## src/rtl/wdg_pkg.sv

```systemverilog
package wdg_pkg;

    localparam int SLOTS_DEFAULT = 8;

    localparam int FUNC_W    = 3;
    localparam int SLOT_W    = 4;
    localparam int OWNER_W   = 16;
    localparam int TICK_W    = 32;
    localparam int TIMEOUT_W = 21;
    localparam int MAX_EXT_W = 31;
    localparam int CULPRIT_W = 3;
    localparam int CFG_IDX_W = 1;

    localparam logic [TIMEOUT_W-1:0] TIMEOUT_RESET = 21'd46080;
    localparam logic [MAX_EXT_W-1:0] MAX_EXT_RESET = 31'd1843200;

    typedef enum logic [CFG_IDX_W-1:0] {
        CFG_TIMEOUT = 1'b0,
        CFG_MAX_EXT = 1'b1
    } cfg_idx_t;

    typedef enum logic [FUNC_W-1:0] {
        FN_REGISTER  = 3'd0,
        FN_KICK      = 3'd1,
        FN_LONG_KICK = 3'd2,
        FN_STOP      = 3'd3,
        FN_CHECK     = 3'd4,
        FN_TICK      = 3'd5
    } func_t;

    // Request token that walks the slot chain, one cell per cycle.
    typedef struct packed {
        logic                 valid;
        func_t                func;
        logic [SLOT_W-1:0]    slot;
        logic [OWNER_W-1:0]   owner;
        logic [TICK_W-1:0]    deadline;
        logic                 found;
        logic [CULPRIT_W-1:0] culprit;
    } chain_t;

endpackage

```

## src/rtl/multi_task_deadline_watchdog_top.sv

```systemverilog
// Request path: accept in idle, register the clamped extension, launch a token
// that walks the slot chain one cell per cycle, then register the result once
// the result register is free; the block takes one request at a time.
// Reset (rst_n, async, active low): all slots unregistered, tick count zero,
// timeout 46080 ticks, long-kick clamp 1843200 ticks; owner/deadline unset.
module multi_task_deadline_watchdog_top #(
    parameter int SLOTS = wdg_pkg::SLOTS_DEFAULT
) (
    input  logic                            clk,
    input  logic                            rst_n,
    // request channel
    input  logic                            in_valid,
    output logic                            in_ready,
    input  logic [wdg_pkg::FUNC_W-1:0]      func,
    input  logic [wdg_pkg::SLOT_W-1:0]      slot,
    input  logic [wdg_pkg::OWNER_W-1:0]     owner_id,
    input  logic [wdg_pkg::TICK_W-1:0]      extension_ticks,
    // result channel
    output logic                            out_valid,
    input  logic                            out_ready,
    output logic                            all_healthy,
    output logic [wdg_pkg::CULPRIT_W-1:0]   culprit,
    output logic                            matched,
    output logic                            bad_slot,
    // configuration write port
    input  logic                            cfg_we,
    input  logic [wdg_pkg::CFG_IDX_W-1:0]   cfg_index,
    input  logic [wdg_pkg::MAX_EXT_W-1:0]   cfg_data
);
    import wdg_pkg::*;

    localparam logic [SLOT_W:0] SLOT_LIM = (SLOT_W+1)'(SLOTS);

    typedef enum logic [2:0] {
        ST_IDLE,
        ST_CLAMP,
        ST_LAUNCH,
        ST_WALK,
        ST_FINISH
    } state_t;

    state_t                 state_reg;
    func_t                  func_reg;
    logic [SLOT_W-1:0]      slot_reg;
    logic [OWNER_W-1:0]     owner_reg;
    logic [TICK_W-1:0]      ext_reg;
    logic [TICK_W-1:0]      ext_sel_reg;
    logic [TICK_W-1:0]      tick_reg;
    logic [TIMEOUT_W-1:0]   timeout_reg;
    logic [MAX_EXT_W-1:0]   max_ext_reg;
    chain_t                 launch_reg;
    chain_t                 end_reg;

    logic                   out_valid_reg;
    logic                   all_healthy_reg;
    logic [CULPRIT_W-1:0]   culprit_reg;
    logic                   matched_reg;
    logic                   bad_slot_reg;

    // links[0] is fed by the launcher, links[SLOTS] is the chain tail
    chain_t                 links [SLOTS+1];

    logic [TICK_W-1:0]      timeout_ext;
    logic [TICK_W-1:0]      max_ext;
    logic [TICK_W-1:0]      clamp_lo;
    logic [TICK_W-1:0]      ext_sel;
    logic                   is_kick;
    logic                   result_load;

    assign links[0] = launch_reg;

    // One cell per slot; each holds mode, owner and deadline and registers
    // the token on to its neighbor.
    for (genvar g = 0; g < SLOTS; g++)
    begin : g_cell
        wdg_cell #(
            .IDX (g)
        ) u_cell (
            .clk      (clk),
            .rst_n    (rst_n),
            .link_in  (links[g]),
            .tick     (tick_reg),
            .link_out (links[g+1])
        );
    end

    // Long-kick clamp: raise to timeout first, then lower to the maximum,
    // so a maximum below the timeout wins.
    always_comb
    begin
        timeout_ext = TICK_W'(timeout_reg);
        max_ext     = TICK_W'(max_ext_reg);
        clamp_lo    = (ext_reg < timeout_ext) ? timeout_ext : ext_reg;
        if (func_reg == FN_LONG_KICK)
        begin
            ext_sel = (clamp_lo > max_ext) ? max_ext : clamp_lo;
        end
        else
        begin
            ext_sel = timeout_ext;
        end
        is_kick = (end_reg.func == FN_KICK) || (end_reg.func == FN_LONG_KICK)
                  || (end_reg.func == FN_STOP);
        // result register is free, or being emptied on this edge
        result_load = (state_reg == ST_FINISH) && (!out_valid_reg || out_ready);
    end

    assign in_ready = (state_reg == ST_IDLE);

    always_ff @(posedge clk or negedge rst_n)
    begin
        if (!rst_n)
        begin
            state_reg       <= ST_IDLE;
            func_reg        <= FN_REGISTER;
            slot_reg        <= '0;
            owner_reg       <= '0;
            ext_reg         <= '0;
            ext_sel_reg     <= '0;
            tick_reg        <= '0;
            timeout_reg     <= TIMEOUT_RESET;
            max_ext_reg     <= MAX_EXT_RESET;
            launch_reg      <= '0;
            end_reg         <= '0;
            out_valid_reg   <= 1'b0;
            all_healthy_reg <= 1'b0;
            culprit_reg     <= '0;
            matched_reg     <= 1'b0;
            bad_slot_reg    <= 1'b0;
        end
        else
        begin
            if (result_load)
            begin
                out_valid_reg <= 1'b1;
            end
            else if (out_ready)
            begin
                out_valid_reg <= 1'b0;
            end

            if (cfg_we)
            begin
                unique case (cfg_index)
                    CFG_TIMEOUT: timeout_reg <= cfg_data[TIMEOUT_W-1:0];
                    CFG_MAX_EXT: max_ext_reg <= cfg_data;
                    default:     ;
                endcase
            end

            unique case (state_reg)
                ST_IDLE:
                begin
                    if (in_valid)
                    begin
                        func_reg  <= func_t'(func);
                        slot_reg  <= slot;
                        owner_reg <= owner_id;
                        ext_reg   <= extension_ticks;
                        state_reg <= ST_CLAMP;
                    end
                end
                ST_CLAMP:
                begin
                    ext_sel_reg <= ext_sel;
                    state_reg   <= ST_LAUNCH;
                end
                ST_LAUNCH:
                begin
                    launch_reg.valid    <= 1'b1;
                    launch_reg.func     <= func_reg;
                    launch_reg.slot     <= slot_reg;
                    launch_reg.owner    <= owner_reg;
                    launch_reg.deadline <= tick_reg + ext_sel_reg;
                    launch_reg.found    <= 1'b0;
                    launch_reg.culprit  <= '0;
                    state_reg           <= ST_WALK;
                end
                ST_WALK:
                begin
                    // token enters cell 0 for exactly one cycle
                    launch_reg.valid <= 1'b0;
                    if (links[SLOTS].valid)
                    begin
                        end_reg   <= links[SLOTS];
                        state_reg <= ST_FINISH;
                    end
                end
                ST_FINISH:
                begin
                    // hold here while the previous result is still unread
                    if (result_load)
                    begin
                        all_healthy_reg <= (end_reg.func == FN_CHECK) && !end_reg.found;
                        culprit_reg     <= (end_reg.func == FN_CHECK) ? end_reg.culprit
                                                                      : '0;
                        matched_reg     <= is_kick && end_reg.found;
                        bad_slot_reg    <= (end_reg.func == FN_REGISTER)
                                           && ({1'b0, end_reg.slot} >= SLOT_LIM);
                        if (end_reg.func == FN_TICK)
                        begin
                            tick_reg <= tick_reg + 1'b1;
                        end
                        state_reg <= ST_IDLE;
                    end
                end
                default:
                begin
                    state_reg <= ST_IDLE;
                end
            endcase
        end
    end

    assign out_valid   = out_valid_reg;
    assign all_healthy = all_healthy_reg;
    assign culprit     = culprit_reg;
    assign matched     = matched_reg;
    assign bad_slot    = bad_slot_reg;

    // chain is empty whenever a new request can come in
    a_idle_chain_empty: assert property (@(posedge clk) disable iff (!rst_n)
        (state_reg == ST_IDLE) |-> !links[SLOTS].valid)
        else $error("token at chain tail while idle");

    a_tail_in_walk: assert property (@(posedge clk) disable iff (!rst_n)
        links[SLOTS].valid |-> (state_reg == ST_WALK))
        else $error("token left chain outside walk state");

    a_healthy_no_culprit: assert property (@(posedge clk) disable iff (!rst_n)
        (out_valid && all_healthy) |-> (culprit == '0))
        else $error("healthy result names a culprit");

    a_one_flag: assert property (@(posedge clk) disable iff (!rst_n)
        out_valid |-> $onehot0({all_healthy, matched, bad_slot}))
        else $error("result flags from more than one function");

    a_tick_step: assert property (@(posedge clk) disable iff (!rst_n)
        !$stable(tick_reg) |-> (tick_reg == $past(tick_reg) + 1'b1))
        else $error("tick count moved by other than one");

endmodule

```

## src/rtl/wdg_cell.sv

```systemverilog
module wdg_cell #(
    parameter int IDX = 0
) (
    input  logic                      clk,
    input  logic                      rst_n,
    input  wdg_pkg::chain_t           link_in,
    input  logic [wdg_pkg::TICK_W-1:0] tick,
    output wdg_pkg::chain_t           link_out
);
    import wdg_pkg::*;

    typedef enum logic [1:0] {
        MODE_UNREG   = 2'd0,
        MODE_WATCHED = 2'd1,
        MODE_STOPPED = 2'd2
    } mode_t;

    mode_t                mode_reg;
    logic [OWNER_W-1:0]   owner_reg;
    logic [TICK_W-1:0]    deadline_reg;
    chain_t               link_reg;
    chain_t               link_next;

    logic [TICK_W-1:0]    age;
    logic                 expired;
    logic                 sel;
    logic                 open;
    logic                 claim;

    always_comb
    begin
        // expired when (now - deadline) mod 2^32 is in the lower half
        age     = tick - deadline_reg;
        expired = !age[TICK_W-1];
        sel     = link_in.valid && (link_in.func == FN_REGISTER)
                  && (link_in.slot == SLOT_W'(IDX));
        open    = link_in.valid && !link_in.found && (mode_reg == MODE_WATCHED);
        unique case (link_in.func)
            FN_KICK, FN_LONG_KICK, FN_STOP:
                claim = open && (owner_reg == link_in.owner);
            FN_CHECK:
                claim = open && expired;
            default:
                claim = 1'b0;
        endcase
        link_next = link_in;
        if (claim)
        begin
            link_next.found = 1'b1;
            if (link_in.func == FN_CHECK)
            begin
                link_next.culprit = CULPRIT_W'(IDX);
            end
        end
    end

    always_ff @(posedge clk or negedge rst_n)
    begin
        if (!rst_n)
        begin
            mode_reg <= MODE_UNREG;
            link_reg <= '0;
        end
        else
        begin
            link_reg <= link_next;
            if (sel)
            begin
                mode_reg <= MODE_WATCHED;
            end
            else if (claim && (link_in.func == FN_STOP))
            begin
                mode_reg <= MODE_STOPPED;
            end
        end
    end

    always_ff @(posedge clk)
    begin
        if (sel)
        begin
            owner_reg    <= link_in.owner;
            deadline_reg <= link_in.deadline;
        end
        else if (claim && (link_in.func == FN_KICK || link_in.func == FN_LONG_KICK))
        begin
            deadline_reg <= link_in.deadline;
        end
    end

    assign link_out = link_reg;

endmodule

```

## config.mk

```make
export PLATFORM = sky130hd
export DESIGN_NAME = multi_task_deadline_watchdog_top
export DESIGN_NICKNAME = d
export VERILOG_FILES = /design/src/rtl/wdg_pkg.sv /design/src/rtl/multi_task_deadline_watchdog_top.sv /design/src/rtl/wdg_cell.sv
export SDC_FILE = /design/constraint.sdc
export NUM_CORES = 1
export LEC_CHECK = 0
export CAP_MARGIN = 10
export CORE_UTILIZATION = 30
export CTS_CLUSTER_DIAMETER = 80
export DETAILED_ROUTE_END_ITERATION = 16
export DONT_BUFFER_PORTS = 1
export GPL_TIMING_DRIVEN = 0
export SLEW_MARGIN = 20
export SYNTH_ARGS = -nofsm -noshare
export SYNTH_HDL_FRONTEND = slang
export SYNTH_SLANG_ARGS = --single-unit
```

## constraint.sdc

```tcl
create_clock -name clk -period 7.7 [get_ports clk]
set_clock_uncertainty 0.2 [all_clocks]
set_input_delay 0 -clock clk [delete_from_list [all_inputs] [get_ports clk]]
set_output_delay 0 -clock clk [all_outputs]
set_load 0.01 [all_outputs]
```

==> results.toml, run 1 <==
[grt]
grt_pass1_wl_um = 142000
grt_max_degree = 684
grt_pass1_vias = 26445
grt_util_all_layers_pct = 12.0
antenna_found_initial = 0
grt_overflow = 0

[setup_path]
critical_path.cell_chain = "inv_1 -> ha_1 -> a21oi_1 -> o21ai_0 -> nor4_1 -> o21ai_0 -> a41oi_1 -> buf_2 -> mux2_2 -> ha_1 -> nand4_1 -> nor2_1 -> nand3_1 -> a21oi_1 -> o21ai_0 -> a21oi_1 -> clkbuf_1 -> mux2i_1 -> a21oi_1"
crit_slowest_cell = "a41oi_1"
cp_common_cell = "a21oi_1"
criticalPathCategory = "flip-flop to flip-flop"
crit_required_ps = 8020
crit_fanout = 10
crit_path_start_kind = "flip-flop"
endpoint_kind = "flip-flop"
cp.arrival_ps = 6720
regToRegSetupSlack_ps = 1300
slowest_delay_ps = 700

[place]
port-buffer-count = 0
place_congestion = 0.828
hpwl_um = 62000

[timing]
tightest_slew_ps = 1090
finalSetupViolCount = 0
fin_tns_setup_ps = 0
hold_ws_ps = 91.1
fin_crit_sh_pct = 83.1
finalHoldViolations = 0
slew_violations = 0
slew_headroom_pct = 27.7
fmaxAchievable_mhz = 156
rsz0062_at_grt = "false"
fin_crit_ps = 6400

[pwr]
peakVddDrop_mv = 0.221
totalPowerFinal_mw = 16.8
p_leak_nw = 23.5
p_per_area_nw_per_um2 = 322

[clocking]
htree_levels = 3
cts_made_buffers = 106
clk_pin_slew_worst_paths_ps = 60
clk_path_buf_depth = 3
cts_tree = "done"
post-cts-setup-buffers = 0
cts-root-buf = "clkbuf_16"
post_cts_resized = 0
clk_latency_ps = 660
clock_sinks = 1067

[detailed_routing]
routedWlPerCell_um = 15.6
drc = 0
vias = 25066
vias_per_cell = 4.49
wirelength_um = 87200
ant_nets = 0
drt-pass1-iter-count = 5
drtIter0Drc = 1214

[layout]
final_common_cell = "dfrtp_1"
multi_input_area_um2 = 13700
finalNetCount = 4004
fin_util_pct = 36.3
seqCellArea_um2 = 28600
syn_to_final_growth_pct = 19.6
largest_reg_flops = 422
mostFrequentLayoutCells = "dfrtp_1, edfxtp_1, inv_1"
layout-drive-gt1-share_pct = 9.08
antenna_cells = 0
nFillCells = 13455

[logic_synthesis]
syn_area_um2 = 43800
synthCells = 3226
syn_area_per_cell_um2 = 13.6
ys.flop_type = "dfrtp_1"
async_reset_ff_share_pct = 64.0
synth_seq_cells = 1067
synth_edf_count = 384
synthesis.nets = 3642
synth_cell_types = 71
yosys_warnings = 0
seq_area_frac_synth_pct = 65.4

[floorplan]
dieArea_um2 = 147000
io-pin-count = 100
rows = 139
coreArea_um2 = 144000
initial_core_util_pct = 30.4
dieHeight_um = 384
die_x_um = 384

[job]
max_cap_violations = 0

[worst_hold_path]
hold_class = "primary input to flip-flop"

[run_status]
outcome = "finished, final reports clean"
logic make-up (layout without fill, tap and decap cells):
kind of cell	count (synthesis)	after routing	synth area share (%)
simple gates	589	589	6.86
compound gates	505	505	7.20
fa+ha+maj	324	324	9.28
xor+xnor	205	205	4.12
flops	1067	1067	65.4
mux	149	149	3.74
buf+inv	387	841	3.38
what timing repair did:
item | in CTS | in global routing
hold endpoints to repair | 804 | 304
endpoints found under the setup margin | 0 | 0
hold buffers | 236 | 2
stage by stage:
stage	cells	setup WS, ps	instance area [um^2]
floorplan	3226	3110	43800
global route	5583	881	52300
CTS	5577	1280	52200
detailed placement	5141	1290	46400
finish	5583	1300	52300
global placement	5129	1320	46100
cell type report:
class	instances	share of cell area, %
Clock inverter	51	0.937
Timing Repair Buffer	254	5.00
Multi-Input combinational cell	1772	26.3
Tap cell	1903	4.55
Clock buffer	149	5.71
Buffer	58	0.469
Sequential cell	1067	54.7
Inverter	329	2.36
where the power goes:
part	total (mW)	leakage [nW]	internal (mW)	switching, mW
Clock	5.09	1.70	3.00	2.09
Sequential	8.79	12.1	7.67	1.11
Combinational	2.96	9.71	1.45	1.51
worst paths after layout:
| kind | startpoint | to | cells after the start |
|---|---|---|---|
| hold / removal | out_ready | out_valid$_DFFE_PN0P_ | 3 |
| setup reg to reg | timeout_reg[12]$_DFFE_PN1P_ | ext_sel_reg[5]$_DFFE_PN0P_ | 19 |
| max in group asynchronous | rst_n | g_cell[6].u_cell.link_out[26]$_DFF_PN0_ | 5 |
| min in group asynchronous | rst_n | func_reg[0]$_DFFE_PN0P_ | 2 |
| setup / recovery | timeout_reg[12]$_DFFE_PN1P_ | ext_sel_reg[5]$_DFFE_PN0P_ | 19 |
| hold reg to reg | g_cell[5].u_cell.link_out[53]$_DFF_PN0_ | g_cell[6].u_cell.link_out[53]$_DFF_PN0_ | 0 |
per-layer routing:
metal	wire, um	GRT usage [%]	up-vias
met5	0	0	-
met4	2410	4.11	0
met3	2820	1.71	130
met2	43700	21.2	318
met1	38200	14.9	12467
li1	-	-	12151
cell usage after synthesis, types with 9 or more instances:
| library cell | instances | share of area [%] |
|---|---|---|
| a21oi_1 | 114 | 1.3 |
| nor2b_1 | 12 | 0.17 |
| nor2_1 | 75 | 0.64 |
| and3_1 | 11 | 0.16 |
| mux2i_1 | 34 | 0.78 |
| o21ai_0 | 142 | 1.6 |
| o31ai_1 | 14 | 0.24 |
| nand2_1 | 220 | 1.9 |
| or3_1 | 9 | 0.13 |
| nand4_1 | 71 | 1.0 |
| nor4_1 | 30 | 0.43 |
| o22ai_1 | 21 | 0.30 |
| inv_1 | 329 | 2.8 |
| nor3_1 | 32 | 0.37 |
| and2_1 | 10 | 0.14 |
| edfxtp_1 | 384 | 26 |
| mux2_2 | 115 | 3.0 |
| nor4b_1 | 11 | 0.22 |
| a211oi_1 | 23 | 0.39 |
| xor2_1 | 113 | 2.3 |
| nand2b_1 | 21 | 0.30 |
| clkbuf_1 | 47 | 0.40 |
| o21a_1 | 13 | 0.22 |
| o211ai_1 | 20 | 0.34 |
| dfrtp_1 | 675 | 39 |
| a31oi_1 | 14 | 0.20 |
| a21o_1 | 99 | 1.7 |
| ha_1 | 323 | 9.2 |
| xnor2_1 | 91 | 1.8 |
| o21bai_1 | 13 | 0.22 |
| nand3_1 | 44 | 0.50 |
critical path, delay by kind of cell, from the launching register on:
family | cells | cell delay, ps
buffers and inverters | 3 | 1070
muxes | 2 | 660
adders and majority gates | 2 | 590
DFF | 1 | 550
AOI/OAI and AO/OA | 8 | 2190
and+or+nand+nor | 4 | 980
No activity file was read; power rests on OpenSTA's default activity.
==> inputs of run 2 (changes only) <==
- ABC_AREA: unset -> 1
- clock period: 7.7 -> 6.49 ns (I/O delays scaled with it)
==> results.toml, run 2 <==
[run_status]
outcome = "finished, final reports clean"

[layout]
fin_util_pct = 35.7
finalNetCount = 4820
final_common_cell = "nand2_1"
multi_input_area_um2 = 14300
largest_reg_flops = 422
layout-drive-gt1-share_pct = 7.03
mostFrequentLayoutCells = "nand2_1, dfrtp_1, inv_1"
seqCellArea_um2 = 28600
syn_to_final_growth_pct = 18.0
nFillCells = 14694
final_cell_count_no_fill = 6510

[worst_hold_path]
hold_class = "primary input to flip-flop"

[pwr]
totalPowerFinal_mw = 20.7
p_leak_nw = 24.8
peakVddDrop_mv = 0.268
p_per_area_nw_per_um2 = 387

[setup_path]
cp_num_buf_inv = 5
regToRegSetupSlack_ps = 1850
crit_required_ps = 6840
cp_common_cell = "nand2_1"
crit_slowest_cell = "nor3_1"
crit_family = "simple AND/OR/NAND/NOR gates"
criticalPathCategory = "flip-flop to flip-flop"
crit_fanout = 10
endpoint_kind = "flip-flop"
crit_path_start_kind = "flip-flop"
critical_path.cell_chain = "inv_1 -> ha_1 -> nand2_1 -> inv_1 -> nand3_1 -> a31oi_1 -> nor3_1 -> nand2_1 -> buf_2 -> nand2_1 -> nand2_1 -> ha_1 -> nand2_1 -> inv_1 -> nand4_1 -> nor3_1 -> nand4_1 -> nand2_1 -> clkinv_1 -> nor2_1 -> o21ai_0"
slowest_delay_ps = 510
cp.arrival_ps = 4980

[grt]
grt_max_degree = 684
grt_util_all_layers_pct = 12.6
grt_pass1_wl_um = 154000
grt_pass1_vias = 29508
antenna_found_initial = 0
grt_overflow = 0

[logic_synthesis]
synthTopCellsByCount = "nand2_1, dfrtp_1, inv_1"
synthCells = 4098
synth_seq_cells = 1067
async_reset_ff_share_pct = 64.0
synth_edf_count = 384
synth_most_common_cell = "nand2_1"
syn_area_um2 = 45400
syn_area_per_cell_um2 = 11.1
synth_cell_types = 46
synth_area_leaders = "dfrtp_1, edfxtp_1, ha_1"
seq_area_frac_synth_pct = 63.0
synthesis.nets = 4514
ys.flop_type = "dfrtp_1"
yosysTopAreaCell = "dfrtp_1"
synth_top_area_share_pct = 37.2
yosys_warnings = 0

[timing]
slew_violations = 0
rsz0062_at_grt = "false"
fin_crit_ps = 4640
tightest_slew_ps = 978
fmaxAchievable_mhz = 216
finalHoldViolations = 0
finalSetupViolCount = 0
fin_ws_ps = 1850
hold_ws_ps = 62.8
fin_crit_sh_pct = 71.4
slew_headroom_pct = 34.6

[place]
post-place-ws_ps = 1840
port-buffer-count = 0
dp_cells = 6121
hpwl_um = 69000
place_congestion = 0.867

[floorplan]
dieHeight_um = 391
initial_core_util_pct = 30.3
rows = 142
die_x_um = 391
coreArea_um2 = 150000
io-pin-count = 100
dieArea_um2 = 153000

[detailed_routing]
wirelength_um = 95600
vias_per_cell = 4.39
drtIter0Drc = 1254
drt-pass1-iter-count = 5
ant_nets = 0
drc = 0
routedWlPerCell_um = 14.7
vias = 28608

[clocking]
post-cts-setup-buffers = 0
cts_made_buffers = 104
ctsHoldBuffers = 185
cts_tree = "done"
clk_path_buf_depth = 3
post_cts_resized = 0
clk_pin_slew_worst_paths_ps = 60
htree_levels = 3
clk_latency_ps = 680
cts-root-buf = "clkbuf_16"
clock_sinks = 1067

[job]
max_cap_violations = 0
## run 2: changes by cell type after synthesis, sizes merged, moves of 23 or more
cell,change
mux2i,-34
or2,+33
nor2,+156
xor2,-50
inv,+278
mux2,-67
nand3,+117
o21ai,+25
a21oi,+162
a21o,-94
nand2,+556
xnor2,-30
a211oi,-23
## run 2: cell type report
class                      count  share of cell area [%]
sequential                  1067                    53.4
buffer                        63                   0.469
antenna                        1                 0.00467
inverter                     609                    4.27
tap                         2016                    4.71
multi-input combinational   2359                    26.7
clock buffer                 137                    5.39
timing repair buffer         200                    4.16
clock inverter                58                   0.829
## run 2: worst paths after layout
| path | endpoint | cells past startpoint | start |
|---|---|---|---|
| min in group asynchronous | end_reg[56]$_DFFE_PN0P_ | 4 | rst_n |
| worst max-delay path | ext_sel_reg[24]$_DFFE_PN0P_ | 21 | timeout_reg[19]$_DFFE_PN0P_ |
| max in group asynchronous | max_ext_reg[12]$_DFFE_PN0P_ | 5 | rst_n |
| worst min register to register | g_cell[5].u_cell.link_out[25]$_DFF_PN0_ | 0 | g_cell[4].u_cell.link_out[25]$_DFF_PN0_ |
| worst min-delay path | state_reg[0]$_DFFE_PN0P_ | 3 | in_valid |
| worst max register to register | ext_sel_reg[24]$_DFFE_PN0P_ | 21 | timeout_reg[19]$_DFFE_PN0P_ |
## run 2: report_power, final
part	leakage [nW]	switching [mW]	internal (mW)
Clock	1.64	2.51	3.30
Sequential	11.9	1.35	9.20
Combinational	11.3	2.56	1.82
Total	24.8	6.41	14.3
## run 2: logic make-up (layout without fill, tap and decap cells)
| group | count (synthesis) | after routing | synth area share (%) |
|---|---|---|---|
| and+or+nand+nor | 1348 | 1348 | 12.8 |
| buffers and inverters | 672 | 1067 | 5.58 |
| AOI/OAI and AO/OA | 514 | 514 | 6.00 |
| xor gates and xnor gates | 125 | 125 | 2.41 |
| other | 0 | 1 | 0 |
| DFF | 1067 | 1067 | 63.0 |
| adders and majority gates | 324 | 324 | 8.94 |
| muxes | 48 | 48 | 1.19 |
## run 2: layer usage
layer	global-route usage [%]	wire [um]	part of all wire, %
met3	1.85	3430	3.6
met2	22.1	47400	50
met4	4.15	2460	2.6
met5	0	0	0
met1	15.9	42300	44
## run 2: per-stage QoR
stage                     instance area [um^2]  TNS [ps]
after floorplan                          45400         0
after global placement                   47900     -6660
after detailed placement                 48200         0
after CTS                                53400         0
after global routing                     53600         0
final                                    53600         0
## run 2: worst min-delay path: stages
cell and delay (ps):
dlygate4sd3_1 580, o311ai_0 140, o21ai_0 160
==> inputs of run 3 (changes only) <==
- ABC_AREA: 1 -> 0
- clock period: 6.49 -> 4.6 ns (I/O delays scaled with it)
==> results.toml, run 3 (same netlist as run 1, synthesis figures left out) <==
[run_status]
outcome = "finished, violations left"
violations = "setup timing"

[layout]
finalNetCount = 4025
layout-drive-gt1-share_pct = 10.8
multi_input_area_um2 = 14100
mostFrequentLayoutCells = "dfrtp_1, edfxtp_1, inv_1"
final_common_cell = "dfrtp_1"
seqCellArea_um2 = 28600
final_cell_count_no_fill = 5605
largest_reg_flops = 422
syn_to_final_growth_pct = 21.1
nFillCells = 13364

[grt]
grt_pass1_vias = 26545
grt_overflow = 0
grt_max_degree = 684
grt_pass1_wl_um = 142000
antenna_found_initial = 0
grt_util_all_layers_pct = 12.1

[clocking]
cts_tree = "done"
clk_latency_ps = 660
clock_sinks = 1067
cts-root-buf = "clkbuf_16"
clk_pin_slew_worst_paths_ps = 60
cts_made_buffers = 106
clk_path_buf_depth = 3
htree_levels = 3

[timing]
slew_violations = 0
fin_crit_sh_pct = 103
finalHoldViolations = 0
fmaxAchievable_mhz = 211
tightest_slew_ps = 1070
finalSetupViolCount = 24
fin_ws_ps = -147
rsz0062_at_grt = "true"
fin_crit_ps = 4750
slew_headroom_pct = 28.5

[detailed_routing]
wl_met1_um = 38600
ant_nets = 0
vias_per_cell = 4.50
drc = 0
drt-pass1-iter-count = 5
routedWlPerCell_um = 15.8
vias = 25199
drtIter0Drc = 1212
highest_layer = "met4"
wirelength_um = 88300
routed-wl-met2_um = 44300
route.met3.wl_um = 2920

[setup_path]
cp.arrival_ps = 5070
crit_path_start_kind = "flip-flop"
reg2regPathDepth = 21
crit_required_ps = 4920
criticalPathCategory = "flip-flop to flip-flop"
reg2reg_from = "timeout_reg[13]$_DFFE_PN1P_"
crit_end = "ext_sel_reg[5]$_DFFE_PN0P_"
critPathLaunch = "timeout_reg[13]$_DFFE_PN1P_"
regToRegSetupSlack_ps = -150
endpoint_kind = "flip-flop"
r2r-end = "ext_sel_reg[5]$_DFFE_PN0P_"
crit_fanout = 7

[pwr]
p_per_area_nw_per_um2 = 543
peakVddDrop_mv = 0.397
p_leak_nw = 23.7

[floorplan]
die_x_um = 384
initial_core_util_pct = 30.4
dieArea_um2 = 147000
dieHeight_um = 384
io-pin-count = 100
rows = 139
coreArea_um2 = 144000

[place]
post-place-ws_ps = -1810
dp_cells = 5141
place_congestion = 0.828
port-buffer-count = 0
hpwl_um = 62000

[worst_hold_path]
min_from = "out_ready"
hold_class = "primary input to flip-flop"

[job]
max_cap_violations = 0
## run 3: final cells by class
type | count | area share [%]
Sequential cell | 1067 | 54.0
Multi-Input combinational cell | 1772 | 26.7
Clock buffer | 149 | 5.64
Timing Repair Buffer | 275 | 5.33
Tap cell | 1903 | 4.49
Inverter | 329 | 2.33
Clock inverter | 51 | 0.926
Buffer | 58 | 0.555
Antenna cell | 1 | 0.00472
## run 3: repair_timing
item | in CTS | in global routing
cloned | 2 | 1
hold buffers | 236 | 2
hold endpoints to repair | 804 | 304
setup buffers | 11 | 7
pin swaps | 20 | 16
endpoints found under the setup margin | 31 | 31
resized for setup | 55 | 45
## run 3: how the worst min path moves through the flow
stage / slack (ps) / cells past startpoint / to
3_5_place_dp: -490 / 0 / ext_reg[31]$_DFFE_PN0P_
6_report: 90 / 3 / out_valid$_DFFE_PN0P_
5_1_grt: 130 / 3 / max_ext_reg[30]$_DFFE_PN0P_
2_1_floorplan: -500 / 0 / all_healthy$_DFFE_PN0P_
4_1_cts: -1210 / 0 / ext_reg[31]$_DFFE_PN0P_
3_3_place_gp: -480 / 0 / owner_reg[13]$_DFFE_PN0P_
## run 3: metal layers
| layer | track usage [%] | vias up |
|---|---|---|
| li1 | - | 12182 |
| met1 | 14.9 | 12544 |
| met2 | 21.3 | 339 |
| met3 | 1.72 | 134 |
| met4 | 4.15 | 0 |
| met5 | 0 | - |
## run 3: worst max-delay path, stage by stage (launching register included)
cell and delay (ps):
dfstp_2 530, inv_1 70, ha_4 160, a21oi_2 180, o21ai_4 100, nor4_4 280
o21ai_2 150, a41oi_2 310, buf_6 180, buf_4 120, mux2_2 360, ha_4 280
a21oi_1 70, o21ai_2 160, a31oi_2 120, o221ai_2 230, o21ai_2 110, a21oi_4 350
buf_4 190, buf_8 120, mux2i_2 210, a21oi_1 100
## run 3: report_power, final
part / switching (mW) / leakage, nW / internal (mW)
clock: 3.51 / 1.70 / 5.02
combinational: 2.75 / 9.90 / 2.74
sequential: 1.88 / 12.1 / 12.8
## run 3: stage by stage
stage | util [%] | total power, mW | hold slack, ps | TNS, ps | instance area [um^2]
6_report | 36.7 | 28.7 | 88.3 | -1940 | 53000
5_1_grt | 36.7 | 30.3 | 131 | -7120 | 53000
4_1_cts | 36.5 | 28.6 | -1210 | -23.2 | 52600
3_5_place_dp | 32.2 | 19.1 | -487 | -52230 | 46400
3_3_place_gp | 32.0 | 18.9 | -485 | -268550 | 46100
2_1_floorplan | - | 17.4 | -496 | 0 | 43800
